==> src/design/shs_pkg.sv <==
`timescale 1ns / 1ps
`default_nettype none
package shs_pkg;

    localparam int QDepth = 4;
    localparam int QAw    = $clog2(QDepth);

    typedef struct packed {
        logic [31:0] word;
        logic        fin;
    } t_qword;

    typedef enum logic [2:0] {
        F_IDLE, F_PAD, F_ZERO, F_LENHI, F_LENLO
    } t_front_state;

    typedef enum logic [1:0] {
        B_IDLE, B_ROUND, B_ADD
    } t_back_state;

    localparam logic [31:0] IV [8] = '{
        32'h6a09e667, 32'hbb67ae85, 32'h3c6ef372, 32'ha54ff53a,
        32'h510e527f, 32'h9b05688c, 32'h1f83d9ab, 32'h5be0cd19};

    localparam logic [31:0] KTAB [64] = '{
        32'h428a2f98, 32'h71374491, 32'hb5c0fbcf, 32'he9b5dba5,
        32'h3956c25b, 32'h59f111f1, 32'h923f82a4, 32'hab1c5ed5,
        32'hd807aa98, 32'h12835b01, 32'h243185be, 32'h550c7dc3,
        32'h72be5d74, 32'h80deb1fe, 32'h9bdc06a7, 32'hc19bf174,
        32'he49b69c1, 32'hefbe4786, 32'h0fc19dc6, 32'h240ca1cc,
        32'h2de92c6f, 32'h4a7484aa, 32'h5cb0a9dc, 32'h76f988da,
        32'h983e5152, 32'ha831c66d, 32'hb00327c8, 32'hbf597fc7,
        32'hc6e00bf3, 32'hd5a79147, 32'h06ca6351, 32'h14292967,
        32'h27b70a85, 32'h2e1b2138, 32'h4d2c6dfc, 32'h53380d13,
        32'h650a7354, 32'h766a0abb, 32'h81c2c92e, 32'h92722c85,
        32'ha2bfe8a1, 32'ha81a664b, 32'hc24b8b70, 32'hc76c51a3,
        32'hd192e819, 32'hd6990624, 32'hf40e3585, 32'h106aa070,
        32'h19a4c116, 32'h1e376c08, 32'h2748774c, 32'h34b0bcb5,
        32'h391c0cb3, 32'h4ed8aa4a, 32'h5b9cca4f, 32'h682e6ff3,
        32'h748f82ee, 32'h78a5636f, 32'h84c87814, 32'h8cc70208,
        32'h90befffa, 32'ha4506ceb, 32'hbef9a3f7, 32'hc67178f2};

    function automatic logic [31:0] rotr(input logic [31:0] x, input int n);
        rotr = (x >> n) | (x << (32 - n));
    endfunction

    function automatic logic [31:0] ssig0(input logic [31:0] x);
        ssig0 = rotr(x, 7) ^ rotr(x, 18) ^ (x >> 3);
    endfunction

    function automatic logic [31:0] ssig1(input logic [31:0] x);
        ssig1 = rotr(x, 17) ^ rotr(x, 19) ^ (x >> 10);
    endfunction

    function automatic logic [31:0] bsig0(input logic [31:0] x);
        bsig0 = rotr(x, 2) ^ rotr(x, 13) ^ rotr(x, 22);
    endfunction

    function automatic logic [31:0] bsig1(input logic [31:0] x);
        bsig1 = rotr(x, 6) ^ rotr(x, 11) ^ rotr(x, 25);
    endfunction

endpackage
`default_nettype wire

==> src/design/shs_fifo.sv <==
`timescale 1ns / 1ps
`default_nettype none
module shs_fifo
    import shs_pkg::*;
(
    input  wire logic   i_clk,
    input  wire logic   i_rst_n,
    input  wire logic   i_push,
    input  wire t_qword i_data,
    output logic        o_full,
    input  wire logic   i_pop,
    output logic        o_valid,
    output t_qword      o_data
);

    t_qword           r_mem [QDepth];
    logic [QAw-1:0]   r_wp, r_rp;
    logic [QAw:0]     r_cnt;
    logic             do_push, do_pop;

    assign o_full  = (r_cnt == QDepth[QAw:0]);
    assign o_valid = (r_cnt != '0);
    assign o_data  = r_mem[r_rp];
    assign do_push = i_push && !o_full;
    assign do_pop  = i_pop && o_valid;

    always_ff @(posedge i_clk) begin
        if (do_push) begin
            r_mem[r_wp] <= i_data;
        end
        if (!i_rst_n) begin
            r_wp  <= '0;
            r_rp  <= '0;
            r_cnt <= '0;
        end else begin
            if (do_push) r_wp <= r_wp + 1'b1;
            if (do_pop)  r_rp <= r_rp + 1'b1;
            r_cnt <= r_cnt + {{QAw{1'b0}}, do_push} - {{QAw{1'b0}}, do_pop};
        end
    end

endmodule
`default_nettype wire

==> src/design/shs_front.sv <==
`timescale 1ns / 1ps
`default_nettype none
module shs_front
    import shs_pkg::*;
(
    input  wire logic       i_clk,
    input  wire logic       i_rst_n,
    input  wire logic       i_push,
    output logic            o_full,
    input  wire logic [7:0] i_data_byte,
    input  wire logic       i_has_byte,
    input  wire logic       i_end_of_message,
    output logic            o_q_push,
    output t_qword          o_q_data,
    input  wire logic       i_q_full
);

    t_front_state r_state, n_state;
    logic [31:0]  r_word, n_word;
    logic [1:0]   r_nb, n_nb;
    logic [3:0]   r_wc, n_wc;
    logic [63:0]  r_bits, n_bits;
    logic [4:0]   sh;
    logic [31:0]  with_byte;
    logic         acc;

    assign o_full    = (r_state != F_IDLE) || i_q_full;
    assign acc       = i_push && !o_full;
    // big-endian: byte 0 of a word sits in bits 31:24
    assign sh        = {~r_nb, 3'b000};
    assign with_byte = r_word | ({24'b0, i_data_byte} << sh);

    always_ff @(posedge i_clk) begin
        if (!i_rst_n) begin
            r_state <= F_IDLE;
            r_word  <= '0;
            r_nb    <= '0;
            r_wc    <= '0;
            r_bits  <= '0;
        end else begin
            r_state <= n_state;
            r_word  <= n_word;
            r_nb    <= n_nb;
            r_wc    <= n_wc;
            r_bits  <= n_bits;
        end
    end

    always_comb begin
        n_state  = r_state;
        n_word   = r_word;
        n_nb     = r_nb;
        n_wc     = r_wc;
        n_bits   = r_bits;
        o_q_push = 1'b0;
        o_q_data = '{word: r_word, fin: 1'b0};
        unique case (r_state)
            F_IDLE: begin
                if (acc) begin
                    if (i_has_byte) begin
                        n_bits = r_bits + 64'd8;
                        if (r_nb == 2'd3) begin
                            o_q_push = 1'b1;
                            o_q_data = '{word: with_byte, fin: 1'b0};
                            n_word   = '0;
                            n_nb     = '0;
                            n_wc     = r_wc + 4'd1;
                        end else begin
                            n_word = with_byte;
                            n_nb   = r_nb + 2'd1;
                        end
                    end
                    if (i_end_of_message) n_state = F_PAD;
                end
            end
            F_PAD: begin
                if (!i_q_full) begin
                    o_q_push = 1'b1;
                    o_q_data = '{word: r_word | (32'h80 << sh), fin: 1'b0};
                    n_word   = '0;
                    n_nb     = '0;
                    n_wc     = r_wc + 4'd1;
                    n_state  = (r_wc + 4'd1 == 4'd14) ? F_LENHI : F_ZERO;
                end
            end
            F_ZERO: begin
                if (!i_q_full) begin
                    o_q_push = 1'b1;
                    o_q_data = '{word: 32'h0, fin: 1'b0};
                    n_wc     = r_wc + 4'd1;
                    if (r_wc + 4'd1 == 4'd14) n_state = F_LENHI;
                end
            end
            F_LENHI: begin
                if (!i_q_full) begin
                    o_q_push = 1'b1;
                    o_q_data = '{word: r_bits[63:32], fin: 1'b0};
                    n_wc     = r_wc + 4'd1;
                    n_state  = F_LENLO;
                end
            end
            F_LENLO: begin
                if (!i_q_full) begin
                    o_q_push = 1'b1;
                    o_q_data = '{word: r_bits[31:0], fin: 1'b1};
                    n_wc     = '0;
                    n_bits   = '0;
                    n_state  = F_IDLE;
                end
            end
            default: n_state = F_IDLE;
        endcase
    end

endmodule
`default_nettype wire

==> src/design/shs_back.sv <==
`timescale 1ns / 1ps
`default_nettype none
module shs_back
    import shs_pkg::*;
(
    input  wire logic   i_clk,
    input  wire logic   i_rst_n,
    input  wire logic   i_q_valid,
    input  wire t_qword i_q_data,
    output logic        o_q_pop,
    output logic        o_empty,
    input  wire logic   i_pop,
    output logic [31:0] o_digest_word,
    output logic [2:0]  o_word_index,
    output logic        o_last_word
);

    t_back_state  r_state, n_state;
    logic [31:0]  r_h [8];
    logic [31:0]  r_v [8];
    logic [31:0]  r_w [16];
    logic [31:0]  r_dig [8];
    logic [5:0]   r_rnd;
    logic         r_fin;
    logic         r_busy;
    logic [2:0]   r_idx;
    logic         step, load, finish, emit;
    logic [31:0]  w, t1, t2;

    assign o_empty       = !r_busy;
    assign o_digest_word = r_dig[r_idx];
    assign o_word_index  = r_idx;
    assign o_last_word   = (r_idx == 3'd7);

    always_comb begin
        if (r_rnd < 6'd16) begin
            w = i_q_data.word;
        end else begin
            w = ssig1(r_w[14]) + r_w[9] + ssig0(r_w[1]) + r_w[0];
        end
        t1 = r_v[7] + bsig1(r_v[4]) + ((r_v[4] & r_v[5]) ^ (~r_v[4] & r_v[6]))
             + KTAB[r_rnd] + w;
        t2 = bsig0(r_v[0]) + ((r_v[0] & r_v[1]) ^ (r_v[0] & r_v[2]) ^ (r_v[1] & r_v[2]));
    end

    always_comb begin
        n_state = r_state;
        step    = 1'b0;
        load    = 1'b0;
        finish  = 1'b0;
        emit    = 1'b0;
        o_q_pop = 1'b0;
        unique case (r_state)
            B_IDLE: begin
                if (i_q_valid) begin
                    load    = 1'b1;
                    n_state = B_ROUND;
                end
            end
            B_ROUND: begin
                if (r_rnd >= 6'd16 || i_q_valid) begin
                    step    = 1'b1;
                    o_q_pop = (r_rnd < 6'd16);
                    if (r_rnd == 6'd63) n_state = B_ADD;
                end
            end
            B_ADD: begin
                // a final block waits until the previous digest has drained
                if (!r_fin || !r_busy) begin
                    finish  = 1'b1;
                    emit    = r_fin;
                    n_state = B_IDLE;
                end
            end
            default: n_state = B_IDLE;
        endcase
    end

    always_ff @(posedge i_clk) begin
        if (load) begin
            r_v <= r_h;
        end else if (step) begin
            r_v[0] <= t1 + t2;
            r_v[1] <= r_v[0];
            r_v[2] <= r_v[1];
            r_v[3] <= r_v[2];
            r_v[4] <= r_v[3] + t1;
            r_v[5] <= r_v[4];
            r_v[6] <= r_v[5];
            r_v[7] <= r_v[6];
        end
        if (step) begin
            for (int k = 0; k < 15; k++) r_w[k] <= r_w[k+1];
            r_w[15] <= w;
        end
        if (emit) begin
            for (int k = 0; k < 8; k++) r_dig[k] <= r_h[k] + r_v[k];
        end
        if (!i_rst_n) begin
            r_state <= B_IDLE;
            r_h     <= IV;
            r_rnd   <= '0;
            r_fin   <= 1'b0;
            r_busy  <= 1'b0;
            r_idx   <= '0;
        end else begin
            r_state <= n_state;
            if (load) begin
                r_rnd <= '0;
                r_fin <= 1'b0;
            end else if (step) begin
                r_rnd <= r_rnd + 6'd1;
                if (r_rnd < 6'd16) r_fin <= r_fin | i_q_data.fin;
            end
            if (finish) begin
                if (r_fin) begin
                    r_h <= IV;
                end else begin
                    for (int k = 0; k < 8; k++) r_h[k] <= r_h[k] + r_v[k];
                end
            end
            if (emit) begin
                r_busy <= 1'b1;
                r_idx  <= '0;
            end else if (r_busy && i_pop) begin
                r_idx <= r_idx + 3'd1;
                if (r_idx == 3'd7) r_busy <= 1'b0;
            end
        end
    end

endmodule
`default_nettype wire

==> src/design/sha256_stream_hasher.sv <==
`timescale 1ns / 1ps
`default_nettype none
// SHA-256 over a byte stream.
// Input queue: i_push / o_full, one beat per message byte. i_has_byte marks a
// beat that carries a byte; i_end_of_message on the last beat of a message
// (which may carry no byte, so empty messages work).
// Output queue: o_empty / i_pop. Each digest gives eight beats, word 0 first,
// o_last_word on word 7; the word is the big-endian value of h[word_index].
// Bytes are taken at one per cycle, while o_full is low, into a word packer
// feeding a four-word queue; the round engine pulls one word per round for the
// first 16 rounds. A block passes through load, 64 rounds and a chain add
// once its words are there, all in the single shared round unit. The queue
// holds only 16 bytes, so intake stalls while the engine runs its rounds past
// round 15 and finishes the block.
// After the end beat o_full stays high while padding and the length are
// queued, and longer while a stalled receiver holds the previous digest. The
// first digest word is ready once the final block has run its rounds and
// chain add.
// If the receiver stalls, the digest is held; a following message is still
// absorbed until its own final block needs the output bank.
// Reset (synchronous, active low) clears the queues and restores the initial
// chaining values.
module sha256_stream_hasher
    import shs_pkg::*;
(
    input  wire logic        i_clk,
    input  wire logic        i_rst_n,
    input  wire logic        i_push,
    output logic             o_full,
    input  wire logic [7:0]  i_data_byte,
    input  wire logic        i_has_byte,
    input  wire logic        i_end_of_message,
    output logic             o_empty,
    input  wire logic        i_pop,
    output logic [31:0]      o_digest_word,
    output logic [2:0]       o_word_index,
    output logic             o_last_word
);

    logic   q_push, q_full, q_pop, q_valid;
    t_qword q_in, q_out;

    shs_front u_front (
        .i_clk            (i_clk),
        .i_rst_n          (i_rst_n),
        .i_push           (i_push),
        .o_full           (o_full),
        .i_data_byte      (i_data_byte),
        .i_has_byte       (i_has_byte),
        .i_end_of_message (i_end_of_message),
        .o_q_push         (q_push),
        .o_q_data         (q_in),
        .i_q_full         (q_full)
    );

    shs_fifo u_fifo (
        .i_clk   (i_clk),
        .i_rst_n (i_rst_n),
        .i_push  (q_push),
        .i_data  (q_in),
        .o_full  (q_full),
        .i_pop   (q_pop),
        .o_valid (q_valid),
        .o_data  (q_out)
    );

    shs_back u_back (
        .i_clk         (i_clk),
        .i_rst_n       (i_rst_n),
        .i_q_valid     (q_valid),
        .i_q_data      (q_out),
        .o_q_pop       (q_pop),
        .o_empty       (o_empty),
        .i_pop         (i_pop),
        .o_digest_word (o_digest_word),
        .o_word_index  (o_word_index),
        .o_last_word   (o_last_word)
    );

endmodule
`default_nettype wire
==> config.mk <==
export PLATFORM = sky130hd
export DESIGN_NAME = sha256_stream_hasher
export DESIGN_NICKNAME = d
export VERILOG_FILES = /design/src/design/shs_pkg.sv /design/src/design/shs_fifo.sv /design/src/design/shs_front.sv /design/src/design/shs_back.sv /design/src/design/sha256_stream_hasher.sv
export SDC_FILE = /design/constraint.sdc
export NUM_CORES = 2
export LEC_CHECK = 0
export BUFFER_PORTS_ARGS = -buffer_cell sky130_fd_sc_hd__buf_2
export CAP_MARGIN = 5
export CORE_MARGIN = 4
export CORE_UTILIZATION = 40
export CTS_BUF_LIST = sky130_fd_sc_hd__clkbuf_16
export CTS_CLUSTER_DIAMETER = 80
export DETAILED_ROUTE_END_ITERATION = 16
export PLACE_DENSITY = 0.55
export SLEW_MARGIN = 20
export SYNTH_ARGS = -nofsm -noshare
export SYNTH_HDL_FRONTEND = slang
export SYNTH_SLANG_ARGS = --single-unit
export TNS_END_PERCENT = 1
==> constraint.sdc <==
create_clock -name i_clk -period 35.9 [get_ports i_clk]
set_input_delay 1.795 -clock i_clk [delete_from_list [all_inputs] [get_ports i_clk]]
set_output_delay 1.795 -clock i_clk [all_outputs]
set_load 0.02 [all_outputs]
* Yosys cells after proc, flatten, opt, wreduce, memory -nomap -nowiden
Memories as Yosys holds them, arrays and structs flattened. A register that Yosys moved wholly into a read port is not among the register bits.
Cells that the tools add are included.
** Operators by class
- Add/subtract/negate cells :: 27
- $lt $le $gt $ge :: 3
- Eq/ne operators :: 25
- Shift-type cells :: 2
- Muxes and demuxes :: 76
- Bitwise gates (word level) :: 33
- Reduce and logical (&&, ||, !) cells :: 32
** Operators by type and width (number)
- two-way mux 256 bit :: 3
- adder 32 bit :: 18
- bitwise XOR 32 bit :: 9
- two-way mux 33 bit :: 7
- two-way mux 32 bit :: 7
- two-way mux 64 bit :: 3
- one-hot mux 33 bit (5 select lines) :: 1
- AND 32 bit :: 5
- one-hot mux 64 bit (2 select lines) :: 1
- adder 64 x 4 -> 64 bit (second input constant) :: 1
- bitwise OR 32 bit :: 2
- one-hot mux 32 bit (2 select lines) :: 1
- inverter 32 bit :: 1
- bitwise OR 10 x 32 -> 32 bit :: 1
- bitwise OR 13 x 32 -> 32 bit :: 1
- bitwise OR 14 x 32 -> 32 bit :: 1
- bitwise OR 15 x 32 -> 32 bit :: 1
- bitwise OR 19 x 32 -> 32 bit :: 1
- bitwise OR 21 x 32 -> 32 bit :: 1
- bitwise OR 25 x 32 -> 32 bit :: 1
- bitwise OR 26 x 32 -> 32 bit :: 1
- bitwise OR 30 x 32 -> 32 bit :: 1
- bitwise OR 7 x 32 -> 32 bit :: 1
- left shift 8 x 5 -> 32 bit :: 1
- other kinds (48) :: 128
** Word-level totals
- Register bits :: 637
- Bits in writable memories :: 900
- ROM bits :: 2048
- Output and inout port bits :: 38
- Memories kept :: 4
** Memory list
- (name not given) :: depth 64, width 32, rd ports 1, clocked after memory_dff 0, wr ports 0, RTL line shs_back.sv:42 : + KTAB[r_rnd] + w;
- u_back.r_w :: depth 16, width 32, rd ports 16, clocked after memory_dff 0, wr ports 16, RTL line shs_back.sv:21 : logic [31:0] r_w [16];
- u_back.r_dig :: depth 8, width 32, rd ports 1, clocked after memory_dff 1, wr ports 8, RTL line shs_back.sv:22 : logic [31:0] r_dig [8];
- u_fifo.r_mem :: depth 4, width 33, rd ports 1, clocked after memory_dff 1, wr ports 1, RTL line shs_fifo.sv:16 : t_qword r_mem [QDepth];

* Depth between registers and ports, before layout
An unclocked memory read counts as a cell.
- Depth after elaboration :: 12
- Depth in mapped cells :: 44
- Depth with buffers taken out :: 43

* Modules after synthesis
Synthesis repeated with hierarchy kept, for this count alone.
** Second synthesis, totals
- Cell total of the unflattened synthesis :: 7415
- Area, all modules :: 83895.5 um^2
** Modules (own cells, without submodules)
- shs_back :: times used 1, cells each 6477, area each 72943.7 um^2, sequential area each 36194.7 um^2
- shs_front :: times used 1, cells each 717, area each 5651.7 um^2, sequential area each 2042.0 um^2
- shs_fifo :: times used 1, cells each 221, area each 5300.1 um^2, sequential area each 4144.0 um^2

* Worst setup path after synthesis
Ideal clock, no wire load.
- Kind :: register to register
- From :: register u_fifo.r_cnt[1]
- To :: register u_back.r_v[0] (netlist bit), enable pin
- Library setup time :: 0.650 ns
- Arrival :: 30.897 ns
- Data required time :: 35.250 ns
- Path slack :: 4.354 ns
- Stages on the path, launching flop included :: 4
- Buffers on the path :: 0
- Period minus slack after synthesis :: 31.546 ns
- Path through :: dfxtp_1 nor3_1 a21oi_1 nand2b_1
** On the way
- Word-level cells in the longest chain between the ends :: 5
- Elaborated cells between the ends (all ways) :: 7
- Classes of those cells :: mux (4); reduce/logical (3)
** RTL lines
- start, declared :: RTL line shs_fifo.sv:18 : logic [QAw:0] r_cnt;
- start signal, assigned :: RTL line shs_fifo.sv:38 : r_cnt <= r_cnt + {{QAw{1'b0}}, do_push} - {{QAw{1'b0}}, do_pop};
- nonzero test 3 bit :: RTL line shs_fifo.sv:22 : assign o_valid = (r_cnt != '0);
- logical OR 1 bit :: RTL line shs_back.sv:61 : if (r_rnd >= 6'd16 || i_q_valid) begin
- two-way mux 1 bit :: RTL line shs_back.sv:61
- two-way mux 1 bit :: RTL line shs_back.sv:53 : unique case (r_state)
- via u_back.step :: RTL line shs_back.sv:27 : logic step, load, finish, emit;
- nonzero test 2 bit (no line)
- end signal, assigned :: RTL line shs_back.sv:81 : r_v <= r_h;
- end, declared :: RTL line shs_back.sv:20 : logic [31:0] r_v [8];
The timed path passes the listed nets, and every way through them passes these cells.
A chain may end at the register's enable or synchronous reset.

==> flow_summary.toml <==
[sta]
finalHoldViolations = 0
relSlewSlack = 0.111
finalMaxSlewViolations = 0
worst_slew_pin_slew_ns = 1.32
fmax_ghz = 0.0907
min_period_ns = 11.03
setup_violations = 0
finalCritPeriodShare = 0.307
tns_ns = 0
fin_skew_ns = 0.0627
rsz0062_at_grt = "no"

[finish]
fin_nets = 7927
finalNonFillerCells = 10200
final_cell_mix = "edfxtp_1, nand2_1, a21oi_1"
syn_to_final_growth_pct = 10.7
layout_commonest_cell = "edfxtp_1"
design_area_um2 = 92200
fin_util = 0.445
drive_gt1_frac = 0.0781

[status]
status = "finished, final reports clean"

[floorplanning]
core-area_um2 = 207000
fp.dieH_um = 464
fp.dieArea_um2 = 216000
initial_core_util = 0.402
pin_count = 52
rows = 167
fp.dieW_um = 464

[clock_network]
cts_buffers = 173
cts_tree = "done"
holdBufCountCts = 0
htreeDepth = 4
cts_setup_buffers = 0
clockRootBuffer = "clkbuf_16"
insertion_delay_ns = 0.84
clock_path_buffers = 3
clk_pin_slew_ns = 0.07
clock_sinks = 1539
post_cts_resized = 0

[setup_path]
timing.rr.start = "u_back.r_w[0][41]$_DFFE_PP_"
cpPeakStageDelay_ns = 0.62
arrival_ns = 11.58
cpMaxStageDelayCell = "a311oi_1"
critPathRequiredTime_ns = 36.44
crit_path_frequent_cell = "a21oi_1"
path_max_fanout = 5
critPathKind = "reg2reg"
end_kind = "flip-flop"
reg2reg_setup_slack_ns = 24.87
r2r_cells = 42
startpoint_type = "flip-flop"
r2r_end = "u_back.r_v[252]$_DFFE_PP_"

[synth]
synth_nets = 7953
synth.avg_cell_area_um2 = 11.4
synthArstFlopShare = 0
netlist_area_um2 = 83300
ys_seq_area_frac = 0.509
yosysTopAreaCell = "edfxtp_1"
yosysTopAreaCellShare = 0.417
synth_ff_type = "edfxtp_1"
synth_cell_types = 88
ys_warn_count = 0
ys_ff_latch = 1539
synth_top_cells_by_area = "edfxtp_1, dfxtp_1, ha_1, fa_1, xnor2_1"
synthCells = 7325
synth_edf_count = 1156

[placement]
place.gp.congestion = 0.942
port_buffers = 51
hpwl_um = 185000
dp.cells = 9912
post_dp_cell_area_um2 = 86600

[detailed_routing]
finalWirelength_um = 255000
drt_iter0_markers = 5920
dr.pass1.iters = 6
wire_per_inst_um = 24.9
ant_nets = 0
vias_per_cell = 5.63
drc_errors = 0
dr_total_vias = 57600

[min_path]
hold_end = "u_back.r_w[0][161]$_DFFE_PP_"
hold_class = "reg2reg"
min_path_cells = 0
worstHoldStart = "u_back.r_w[0][193]$_DFFE_PP_"

[global_routing]
grt_max_degree = 180
grt_pass1_vias = 55200
antenna_found_initial = 12
grtUsageTotal = 0.232
grt_first_pass_wirelength_um = 376000
gr-total-overflow = 0

[job]
maxCapViolCount = 0
worst max path at each step:
stage | from | end
global route | u_back.r_w[0][41]$_DFFE_PP_ | u_back.r_v[252]$_DFFE_PP_
global placement | u_back.r_w[0][41]$_DFFE_PP_ | u_back.r_v[252]$_DFFE_PP_
CTS | u_back.r_w[0][41]$_DFFE_PP_ | u_back.r_v[252]$_DFFE_PP_
detailed placement | u_back.r_w[0][41]$_DFFE_PP_ | u_back.r_v[252]$_DFFE_PP_
floorplan | u_fifo.r_cnt[1]$_SDFF_PN0_ | u_back.r_v[0]$_DFFE_PP_
finish | u_back.r_w[0][41]$_DFFE_PP_ | u_back.r_v[252]$_DFFE_PP_
cells by family after synthesis:
| logic type | share of synthesized area |
|---|---|
| buf+inv | 0.0322 |
| compound gates | 0.138 |
| mux | 0.0400 |
| xor+xnor | 0.0682 |
| fa+ha+maj | 0.112 |
| flops | 0.509 |
| simple gates | 0.101 |
worst max-delay path, delay by kind of cell (launching register included):
family	cells	cell delay (ns)
AOI/OAI and AO/OA	20	4.79
xor gates and xnor gates	5	1.12
adders and majority gates	8	3.52
buffers and inverters	5	0.35
DFF	1	0.49
and+or+nand+nor	4	0.48
per-stage QoR:
| stage | hold slack (ns) | setup WS [ns] |
|---|---|---|
| floorplan | 0.400 | 4.35 |
| detailed placement | 0.405 | 25.07 |
| global route | 0.383 | 24.11 |
| global placement | 0.400 | 25.13 |
| CTS | 0.379 | 24.96 |
| finish | 0.374 | 24.87 |
sequential cells by signal (all words and copies together) (netlist names), named ones only:
signal               cells
u_back.o_word_index      3
u_back.r_busy            1
u_back.r_dig           256
u_back.r_fin             1
u_back.r_h             256
u_back.r_rnd             6
u_back.r_state           2
u_back.r_v             256
u_back.r_w             512
u_fifo.r_cnt             3
u_fifo.r_mem           132
u_fifo.r_rp              2
u_fifo.r_wp              2
u_front.r_bits          61
u_front.r_nb             2
u_front.r_state          3
u_front.r_wc             4
u_front.r_word          32
Yosys cell counts (10+ instances only):
cell type	n
edfxtp_1	1156
nand2_1	895
a21oi_1	449
nor2_1	444
xnor2_1	437
ha_1	416
dfxtp_1	383
inv_1	367
clkbuf_1	295
o21ai_0	284
xor2_1	212
fa_1	198
a21o_1	197
a221o_1	169
nor2b_1	133
mux4_2	105
a22oi_1	102
nand3_1	87
nor3_1	86
o21a_1	62
nand2b_1	60
and3_1	49
mux2i_1	48
a211oi_1	46
o21bai_1	46
buf_1	44
mux2_2	43
a22o_1	42
o211ai_1	40
and2_1	37
a31oi_1	36
or3_1	34
nand4_1	25
o21ai_1	25
o31ai_1	25
maj3_1	17
a21boi_0	16
a221oi_1	14
and4_1	14
a211o_1	13
o22ai_1	12
o311ai_0	12
o221ai_1	11
or2_2	10
layer usage:
layer | wire length (um) | share of wire | track usage | up-vias
met5 | 68 | 0.00027 | 0 | -
met4 | 6250 | 0.025 | 0.0597 | 12
met3 | 16900 | 0.066 | 0.0372 | 298
met2 | 113000 | 0.44 | 0.353 | 1942
met1 | 119000 | 0.47 | 0.345 | 28800
li1 | - | - | - | 26600
final cells by class:
type,count,area (um^2)
antenna,4,10.0
clock buffer,174,4350
clock inverter,152,1230
fill,19300,115000
inverter,371,1390
multi-input combinational,5073,38300
sequential,1539,42400
tap,2788,3490
timing repair buffer,141,987
Power is left out: the tool's default activity adds up to more than one toggle a clock period on the data nets, which glitch-free logic cannot reach.
